**src/rtl/spes_pkg.sv**
```systemverilog
// ----------------------------------------------------------------------------
// spes_pkg: shared types and constants of the stimulation pulse event sequencer
// Command and transaction layouts, operation codes and small helpers.
// ----------------------------------------------------------------------------
package spes_pkg;

  localparam int unsigned QUEUE_DEPTH = 64;
  localparam int unsigned CHANNELS    = 9;

  localparam int unsigned PTR_W   = $clog2(QUEUE_DEPTH);
  localparam int unsigned LEVEL_W = $clog2(QUEUE_DEPTH + 1);

  localparam logic [8:0]  CHAN_MASK   = 9'((1 << CHANNELS) - 1);
  localparam logic [11:0] DAC_MAX     = 12'd4095;
  localparam logic [7:0]  REPEAT_MODE = 8'd1;

  // Item kinds; code three behaves as a next-event item.
  localparam logic [1:0] KIND_PUSH  = 2'd0;
  localparam logic [1:0] KIND_START = 2'd1;

  // Result status codes.
  localparam logic [1:0] STAT_PUSHED  = 2'd0;
  localparam logic [1:0] STAT_DROPPED = 2'd1;
  localparam logic [1:0] STAT_EVENT   = 2'd2;
  localparam logic [1:0] STAT_STOP    = 2'd3;

  // Configuration register indexes.
  localparam logic [1:0] CFG_PULSE_WIDTH  = 2'd0;
  localparam logic [1:0] CFG_DAC_LEAD     = 2'd1;
  localparam logic [1:0] CFG_START_MARGIN = 2'd2;

  localparam logic [15:0] PULSE_WIDTH_RST  = 16'd10;
  localparam logic [15:0] DAC_LEAD_RST     = 16'd5;
  localparam logic [15:0] START_MARGIN_RST = 16'd1000;

  typedef struct packed {
    logic [1:0]  kind;
    logic [7:0]  mode;
    logic [8:0]  pin_mask;
    logic [15:0] amplitude;
    logic [31:0] period;
    logic [31:0] now_tick;
  } in_item_t;

  typedef struct packed {
    logic [1:0]  status;
    logic        is_fall;
    logic [31:0] dac_event_tick;
    logic [31:0] out_event_tick;
    logic [11:0] dac_value;
    logic [8:0]  set_pins;
    logic [8:0]  clear_pins;
    logic [7:0]  event_mode;
    logic        mode_update;
    logic [31:0] stop_tick;
    logic [6:0]  queue_level;
  } out_item_t;

  typedef struct packed {
    logic [7:0]  mode;
    logic [8:0]  mask;
    logic [15:0] amp;
    logic [31:0] period;
  } cmd_t;

  // Request to the shared adder: a + b, or a - b when sub is set.
  typedef struct packed {
    logic [31:0] a;
    logic [31:0] b;
    logic        sub;
  } alu_req_t;

  function automatic logic [PTR_W-1:0] ptr_inc(input logic [PTR_W-1:0] p);
    ptr_inc = (p == PTR_W'(QUEUE_DEPTH - 1)) ? '0 : p + PTR_W'(1);
  endfunction

endpackage

```
**src/rtl/spes_cmd_store.sv**
```systemverilog
// ----------------------------------------------------------------------------
// spes_cmd_store: command memory of the pulse event sequencer
// One write port and one read port with registered read data.
// ----------------------------------------------------------------------------
module spes_cmd_store (
  input  logic                       clk_i,
  input  logic                       wr_en_i,
  input  logic [spes_pkg::PTR_W-1:0] wr_addr_i,
  input  spes_pkg::cmd_t             wr_data_i,
  input  logic                       rd_en_i,
  input  logic [spes_pkg::PTR_W-1:0] rd_addr_i,
  output spes_pkg::cmd_t             rd_data_o
);
  import spes_pkg::*;

  cmd_t mem [QUEUE_DEPTH];

  always_ff @(posedge clk_i) begin
    if (wr_en_i) begin
      mem[wr_addr_i] <= wr_data_i;
    end
    if (rd_en_i) begin
      rd_data_o <= mem[rd_addr_i];
    end
  end
endmodule
```
**config.mk**
```make
export PLATFORM = sky130hd
export DESIGN_NAME = spes_cmd_store
export DESIGN_NICKNAME = d
export VERILOG_FILES = /design/src/rtl/spes_pkg.sv /design/src/rtl/spes_cmd_store.sv
export SDC_FILE = /design/constraint.sdc
export NUM_CORES = 2
export LEC_CHECK = 0
export BUFFER_PORTS_ARGS = -buffer_cell sky130_fd_sc_hd__buf_4
export CORE_MARGIN = 8
export CORE_UTILIZATION = 55
export CTS_CLUSTER_SIZE = 28
export DETAILED_ROUTE_END_ITERATION = 10
export PLACE_DENSITY = 0.71
export SLEW_MARGIN = 25
export SYNTH_ARGS = -nofsm -noshare
export SYNTH_HDL_FRONTEND = slang
export SYNTH_MEMORY_MAX_BITS = 65536
export SYNTH_SLANG_ARGS = --single-unit
export TNS_END_PERCENT = 1
```
**constraint.sdc**
```tcl
create_clock -name clk_i -period 6 [get_ports clk_i]
set_input_delay 0.6 -clock clk_i [delete_from_list [all_inputs] [get_ports clk_i]]
set_output_delay 0.6 -clock clk_i [all_outputs]
set_load 0.1 [all_outputs]
```
==> run metrics <==
Tcrit/Tclk final=0.4776; placed instance area=166400 um^2; initial antenna violation count=20; Max-slew headroom=0.2349; Int Power=47.81 mW; most frequent cell after synthesis=edfxtp_1; Yosys warning total=0; Initial Utilization=0.5522; Core Footprint=287900 um^2; Worst Clk Skew=64.27 ps; most used cell, CP=buf_4; Setup CP Type=input pin to flip-flop; hold_sp=wr_data_i[37]; Hold Crit Class=input pin to flip-flop; worst path required time=6650 ps; PortBufs=144; NetSw=12.99 mW; Setup crit end kind=flip-flop; CTS Root Cell=clkbuf_16; CTS Buf Count=409; multi-input combinational cell area=30770 um^2; Starting DRT DRC Count=12.17k; DRT Wirelength=445300 um; Main synth FF type=edfxtp_1; Num Clock Sinks=4225; fmax=349.0 MHz; R2R setup slack=3970 ps; RSZ-0062 raised after global routing=false; Synth Net Count=6686; ys async rst share=0; PD cells=339.1 nW/um^2; via count=79.17k; FF/Latch Area=126900 um^2; residual DRC count=0; fill count=18.62k; CTS HTree Levels=5; status=complete, no violations; Reg clk slew, reported paths=70 ps; first-pass GRT wire length=615300 um; Final Hold Viols=0; drt first pass iters=6; Syn-to-layout area delta=12.79%; Critical Path Source=rd_addr_i[1]; share of cells above drive strength 1=0.2829; drt via density=7.090; CTS tree=yes; clock tree buffer depth=4; area share of the largest cell type after synthesis=0.7980; Final min period=2865 ps; VDD IR-drop max=275.7 uV; post-synthesis cell area=159000 um^2; final setup vio count=0; RePlAce Congestion=0.8028; Final TNS setup=0 ps; CP max-delay cell=mux4_2; Die Width=553.6 um; Flop pwr share=0.540; sequential area share after synthesis=0.7980; grt ovf=0; Pins Over Slew Limit=0; cts repair resizes=0; largest net degree at the start of global routing=115; GRT Util Overall=0.2858; Synth area leader=edfxtp_1; Synth Instances=6606; detailed placer's ending HPWL=234900 um; critical path startpoint category=input pin; clock power share=0.409; Row Count=197; ranking of synthesized cells by area=edfxtp_1 (80%), mux4_2 (15%), a22oi_1 (1.2%); crit path cell chain=buf_8 > buf_4 > buf_4 > mux4_2 > mux2i_1 > a211oi_1 > o211a_1; Worst Max-Slew Pin Slew=1148 ps; Leak=55.61 nW; Post-synth top cells=edfxtp_1 (4225), mux4_2 (1040), a22oi_1 (260); reg2reg start=mem[11][8]; CTS Hold Bufs=0; crit-path max cell delay=610 ps; die footprint=306500 um^2; post-synthesis cell type count=26; Setup Fix Bufs, Post-CTS=0; Nets=7115; Routed Antenna Nets=0; critical path fanouts, max=59; number of global-route vias before repair=78.31k; #FFs+latches synth=4225; post-detailed-route wirelength per cell=39.88 um; Core Util, Final=0.6228; max-cap viol count=0; Die Y=553.6 um; fin area=179300 um^2; Syn Area/Cell=24.07 um^2; io pins=145; combinational share of power=0.051; EDFF count, synth=4225; Clock Latency Late Sink=940 ps; switching share of power=0.2137; critical path data arrival time=3520 ps
[cell usage in the layout, fill, tap and decap left out, types with 4 or more instances in the layout]
cell | netlist | layout
nand2_1 | 8 | 5
buf_12 | 0 | 64
or3b_2 | 4 | 4
clkinv_4 | 0 | 5
nor2b_1 | 9 | 4
o22ai_1 | 130 | 130
mux4_2 | 1040 | 1040
clkinv_1 | 0 | 99
a211oi_1 | 65 | 65
o221ai_1 | 46 | 46
clkbuf_16 | 0 | 419
clkinvlp_4 | 0 | 17
nor2b_4 | 0 | 5
nand3_1 | 115 | 114
nor2_1 | 112 | 48
nand2b_1 | 9 | 6
mux2i_1 | 103 | 103
inv_16 | 0 | 4
o211a_1 | 65 | 65
clkbuf_1 | 120 | 82
bufinv_16 | 0 | 29
diode_2 | 0 | 18
buf_16 | 0 | 13
inv_6 | 0 | 7
buf_4 | 37 | 314
a22oi_1 | 260 | 260
edfxtp_1 | 4225 | 4225
clkinv_2 | 0 | 76
nand3b_1 | 25 | 25
nor2_4 | 0 | 64
[critical path: cells and delay by family]
| kind | cells | cell delay, ps |
|---|---|---|
| mux | 2 | 780 |
| compound gates | 2 | 380 |
| buf+inv | 3 | 1620 |
[final timing paths]
check	endpoint	cells past startpoint
max	rd_data_o[30]	7
min	mem[23][37]	1
max reg2reg	rd_data_o[8]	4
min reg2reg	rd_data_o[37]	4
[layer usage]
metal	share of wire	GRT usage	up-vias
met1	0.35	0.3924	42290
li1	-	-	29670
met4	0.043	0.1056	8
met5	0.00012	0	-
met2	0.47	0.4511	6155
met3	0.13	0.07190	1043
[sequential cells by signal, indices dropped and copies added, names as in the netlist]
name	cells
mem	4160
rd_data_o	65
[power by group through the flow]
stage          clock network (mW)  registers [mW]  logic, mW
2_1_floorplan                   0            33.8       1.51
3_3_place_gp                    0            33.5       2.99
3_5_place_dp                    0            33.5       3.06
4_1_cts                      25.0            32.9       3.07
5_1_grt                      26.1            32.9       3.21
6_report                     24.9            32.9       3.08
[cell type report]
| type | instances | area share |
|---|---|---|
| clock inverter | 242 | 0.01148 |
| clock buffer | 501 | 0.06019 |
| timing repair buffer | 395 | 0.02258 |
| antenna | 18 | 0.0002512 |
| sequential | 4225 | 0.7075 |
| multi-input combinational | 2004 | 0.1716 |
| tap | 3781 | 0.02638 |
[cells by family after synthesis]
logic type / share of synthesized area
AOI/OAI and AO/OA: 0.02709
and+or+nand+nor: 0.009074
muxes: 0.1538
DFF: 0.7980
buffers and inverters: 0.01199
[metrics by stage]
step | setup WS (ps) | hold slack, ps | instances | total power, mW
global route | 3059 | 176.6 | 11150 | 62.17
global placement | 2261 | 894.2 | 10390 | 36.46
detailed placement | 2264 | 898.7 | 10400 | 36.54
floorplan | -100.2 | 698.9 | 6606 | 35.26
CTS | 3196 | 142.8 | 11150 | 60.97
finish | 3135 | 189.4 | 11170 | 60.80
No activity file was read; power rests on OpenSTA's default activity.
