==> config.mk <==
export PLATFORM = sky130hd
export DESIGN_NAME = spes_addsub
export DESIGN_NICKNAME = d
export VERILOG_FILES = /design/src/rtl/spes_pkg.sv /design/src/rtl/spes_addsub.sv
export SDC_FILE = /design/constraint.sdc
export NUM_CORES = 1
export LEC_CHECK = 0
export ABC_AREA = 1
export BUFFER_PORTS_ARGS = -buffer_cell sky130_fd_sc_hd__buf_2
export CAP_MARGIN = 20
export CORE_MARGIN = 8
export CORE_UTILIZATION = 57
export DETAILED_ROUTE_END_ITERATION = 7
export PLACE_DENSITY = 0.95
export SLEW_MARGIN = 20
export SYNTH_ARGS = -nofsm -noshare
export SYNTH_HDL_FRONTEND = slang
export SYNTH_SLANG_ARGS = --single-unit
==> constraint.sdc <==
create_clock -name vclk -period 4.5
set_input_delay 0.9 -clock vclk [all_inputs]
set_output_delay 0.9 -clock vclk [all_outputs]
set_load 0.01 [all_outputs]
==> src/rtl/spes_pkg.sv <==
// ----------------------------------------------------------------------------
// spes_pkg: shared types and constants of the stimulation pulse event sequencer
// Command and transaction layouts, operation codes and small helpers.
// ----------------------------------------------------------------------------
package spes_pkg;

  localparam int unsigned QUEUE_DEPTH = 64;
  localparam int unsigned CHANNELS    = 9;

  localparam int unsigned PTR_W   = $clog2(QUEUE_DEPTH);
  localparam int unsigned LEVEL_W = $clog2(QUEUE_DEPTH + 1);

  localparam logic [8:0]  CHAN_MASK   = 9'((1 << CHANNELS) - 1);
  localparam logic [11:0] DAC_MAX     = 12'd4095;
  localparam logic [7:0]  REPEAT_MODE = 8'd1;

  // Item kinds; code three behaves as a next-event item.
  localparam logic [1:0] KIND_PUSH  = 2'd0;
  localparam logic [1:0] KIND_START = 2'd1;

  // Result status codes.
  localparam logic [1:0] STAT_PUSHED  = 2'd0;
  localparam logic [1:0] STAT_DROPPED = 2'd1;
  localparam logic [1:0] STAT_EVENT   = 2'd2;
  localparam logic [1:0] STAT_STOP    = 2'd3;

  // Configuration register indexes.
  localparam logic [1:0] CFG_PULSE_WIDTH  = 2'd0;
  localparam logic [1:0] CFG_DAC_LEAD     = 2'd1;
  localparam logic [1:0] CFG_START_MARGIN = 2'd2;

  localparam logic [15:0] PULSE_WIDTH_RST  = 16'd10;
  localparam logic [15:0] DAC_LEAD_RST     = 16'd5;
  localparam logic [15:0] START_MARGIN_RST = 16'd1000;

  typedef struct packed {
    logic [1:0]  kind;
    logic [7:0]  mode;
    logic [8:0]  pin_mask;
    logic [15:0] amplitude;
    logic [31:0] period;
    logic [31:0] now_tick;
  } in_item_t;

  typedef struct packed {
    logic [1:0]  status;
    logic        is_fall;
    logic [31:0] dac_event_tick;
    logic [31:0] out_event_tick;
    logic [11:0] dac_value;
    logic [8:0]  set_pins;
    logic [8:0]  clear_pins;
    logic [7:0]  event_mode;
    logic        mode_update;
    logic [31:0] stop_tick;
    logic [6:0]  queue_level;
  } out_item_t;

  typedef struct packed {
    logic [7:0]  mode;
    logic [8:0]  mask;
    logic [15:0] amp;
    logic [31:0] period;
  } cmd_t;

  // Request to the shared adder: a + b, or a - b when sub is set.
  typedef struct packed {
    logic [31:0] a;
    logic [31:0] b;
    logic        sub;
  } alu_req_t;

  function automatic logic [PTR_W-1:0] ptr_inc(input logic [PTR_W-1:0] p);
    ptr_inc = (p == PTR_W'(QUEUE_DEPTH - 1)) ? '0 : p + PTR_W'(1);
  endfunction

endpackage

==> src/rtl/spes_addsub.sv <==
// ----------------------------------------------------------------------------
// spes_addsub: shared 32-bit adder/subtractor
// Returns the 33-bit sum; on subtraction bit 32 is set when a >= b.
// ----------------------------------------------------------------------------
module spes_addsub (
  input  spes_pkg::alu_req_t req_i,
  output logic [32:0]        sum_o
);
  import spes_pkg::*;

  logic [31:0] b_op;

  assign b_op  = req_i.b ^ {32{req_i.sub}};
  assign sum_o = {1'b0, req_i.a} + {1'b0, b_op} + {32'd0, req_i.sub};
endmodule

==> Flow_metrics.wiki <==
{| class="wikitable"
! Metric !! Value
|-
| Count of nets left with antenna violations after detail routing || 0
|-
| Wire length after detailed routing || 8.86 mm
|-
| Largest stage delay on the critical path || 0.35 ns
|-
| Setup repair after global routing missed its margin || false
|-
| Violation count after the first detailed-routing iteration || 255
|-
| Standby leakage power || 2.01 nW
|-
| Clock buffer instance count of the final layout || 0
|-
| Gates resized, CTS repair || 0
|-
| Half-perimeter wire length after detailed placement || 7.91 mm
|-
| Cell with the biggest individual delay on the critical path || sky130_fd_sc_hd__ha_1
|-
| Minimum setup slack in the final design || 0.571 ns
|-
| Accumulated negative setup slack || 0 ns
|-
| Register Area || 0 um^2
|-
| Data required time of the worst path || 3.60 ns
|-
| Met3 Track Usage GR || 0.0254
|-
| Critical Path Start Type || input pin
|-
| Count of distinct cell types in the synthesized netlist || 27
|-
| Mapped Avg Cell Area || 5.40 um^2
|-
| Overall die area || 0.00701 mm^2
|-
| Antenna violations before repair || 0
|-
| Weighted congestion at the end of routability-driven global placement || 0.971
|-
| Final worst path period share || 0.873
|-
| Worst relative slew slack || 0.705
|-
| Total track usage || 0.235
|-
| Yosys warning count || 0
|-
| Synthesized instance count || 484
|-
| Count of buffers inserted at the top-level ports || 98
|-
| Sequential-to-total area share from yosys stat || 0
|-
| Top achievable clock speed || 255 MHz
|-
| Met1 Resource Use GR || 0.311
|-
| Cell type with the largest total area after synthesis || sky130_fd_sc_hd__nand2_1
|-
| Clock period minus worst slack || 3.93 ns
|-
| Per-cell via count in the routed design || 5.24
|-
| Site Rows || 24
|-
| Setup Crit Path Kind || input pin to primary output
|-
| Total standard cell area after synthesis || 0.00262 mm^2
|-
| Final max-slew violation count || 0
|-
| Detailed-router iteration count before antenna repair || 5
|-
| Final net count || 681
|-
| Core footprint || 0.00438 mm^2
|-
| Worst VDD drop || 0.121 mV
|-
| Nature of the critical path endpoint || primary output
|-
| Routed length per instance || 14.0 um
|-
| Global-route congestion overflow total || 0
|-
| Global Route met2 Usage || 0.401
|-
| Pwr/cell area || 213 mW/mm^2
|-
| Largest net degree at the start of global routing || 26
|-
| Die height || 83.7 um
|-
| Yosys top cell area share || 0.228
|-
| Mapped Nets || 584
|-
| First-pass GRT wire length || 14.4 mm
|-
| Largest cells by area after synthesis || sky130_fd_sc_hd__nand2_1 23%, sky130_fd_sc_hd__ha_1 16%, sky130_fd_sc_hd__xor2_1 15%
|-
| Most frequent cell on the critical path || sky130_fd_sc_hd__nand2_1
|-
| Sequential cell count || 0
|-
| Number of global-route vias before repair || 3145
|-
| CP cell instances || buf_2 -> buf_12 -> xor2_1 -> ha_1 -> nand2_1 -> inv_2 -> a21oi_1 -> inv_1 -> nor2_1 -> nand2_2 -> nand2_1 -> nand2_1 -> nand2_1 -> nand2_1 -> buf_2
|-
| Largest fanout of any net on the critical path || 25
|-
| Most common cell in the synthesized netlist || sky130_fd_sc_hd__nand2_1
|-
| Layout cells sized above 1 || 0.231
|-
| Number of cells traversed by the worst hold path || 3
|-
| Hold WC Path Type || input pin to primary output
|-
| Worst endpoint data arrival time || 3.03 ns
|-
| Sum of internal, switching and leakage power || 0.000674 W
|-
| Post-CTS setup buffers || 0
|-
| Global routing's busiest layer || met2
|-
| Actual slew at the worst max-slew pin || 0.437 ns
|-
| Relative area change from synthesis to final layout || 21.1%
|-
| Post-detailed-route DRC marker count || 0
|-
| Area taken by multi-input logic gates || 0.00225 mm^2
|-
| Number of inserted diodes || 0
|-
| Final number of setup-violating endpoints || 0
|-
| Boundary pin count || 98
|-
| Initial Utilization || 0.596
|-
| Post-placement setup slack || 0.613 ns
|-
| Max cap viols || 0
|-
| Ranking of synthesized cells by instance count || 159 x sky130_fd_sc_hd__nand2_1, 84 x sky130_fd_sc_hd__inv_1, 44 x sky130_fd_sc_hd__xor2_1
|-
| Layout filler cell count || 406
|-
| Number of hold-repair buffers added at the cts stage || 0
|-
| Final-report hold violation count || 0
|-
| Run status || complete, no violations
|-
| DIE WIDTH || 83.7 um
|-
| Via count || 3304
|}
report_power, final:
part	switching (W)	internal, W	total (W)
logic	0.000421	0.000252	0.000674
registers	0	0	0
clock network	0	0	0
worst paths after layout:
kind	startpoint	slack [ns]	to
worst min-delay path	req_i[33]	2.10	sum_o[0]
worst max-delay path	req_i[0]	0.57	sum_o[31]
cell type report:
type / count / share of cell area
Inverter: 90 / 0.107
Multi-Input combinational cell: 390 / 0.712
Tap cell: 52 / 0.0205
Timing Repair Buffer: 99 / 0.161
placed cells by master (no fill, tap or decap), types with 5 or more instances in the layout:
cell type and count:
sky130_fd_sc_hd__o21ai_1 10, sky130_fd_sc_hd__nand2_2 12, sky130_fd_sc_hd__inv_2 6, sky130_fd_sc_hd__ha_1 34
sky130_fd_sc_hd__nor2_1 42, sky130_fd_sc_hd__nor3_1 5, sky130_fd_sc_hd__buf_2 98, sky130_fd_sc_hd__xor2_1 44
sky130_fd_sc_hd__nand3_1 19, sky130_fd_sc_hd__inv_1 84, sky130_fd_sc_hd__a21oi_1 30, sky130_fd_sc_hd__nand2_1 159
sky130_fd_sc_hd__o21ai_0 8
per-layer routing:
| metal | part of all wire | up-vias |
|---|---|---|
| met3 | 0.074 | 16 |
| met1 | 0.44 | 1457 |
| li1 | - | 1682 |
| met4 | 0.021 | 0 |
| met5 | 0 | - |
| met2 | 0.46 | 149 |
critical path: cells and delay by family:
kind / cells / cell delay, ns
buffers and inverters: 5 / 0.72
AO/OA/AOI/OAI: 1 / 0.22
adder cells (fa/ha/maj): 1 / 0.35
XOR/XNOR: 1 / 0.24
AND/OR/NAND/NOR: 7 / 0.60
cell families (layout without fill, tap and decap cells):
| group | count (synthesis) | after routing | synth area share |
|---|---|---|---|
| xor gates and xnor gates | 47 | 47 | 0.157 |
| adders and majority gates | 35 | 35 | 0.170 |
| and+or+nand+nor | 251 | 251 | 0.414 |
| AOI/OAI and AO/OA | 57 | 57 | 0.120 |
| buffers and inverters | 94 | 189 | 0.138 |
metrics by stage:
step | instances | area (um^2) | hold slack (ns) | util
floorplan | 484 | 2620 | 1.88 | -
global placement | 631 | 3170 | 2.08 | 0.723
detailed placement | 631 | 3170 | 2.09 | 0.723
CTS | 631 | 3170 | 2.09 | 0.723
global route | 631 | 3170 | 2.11 | 0.723
finish | 631 | 3170 | 2.10 | 0.723
No activity file was read; power rests on OpenSTA's default activity.
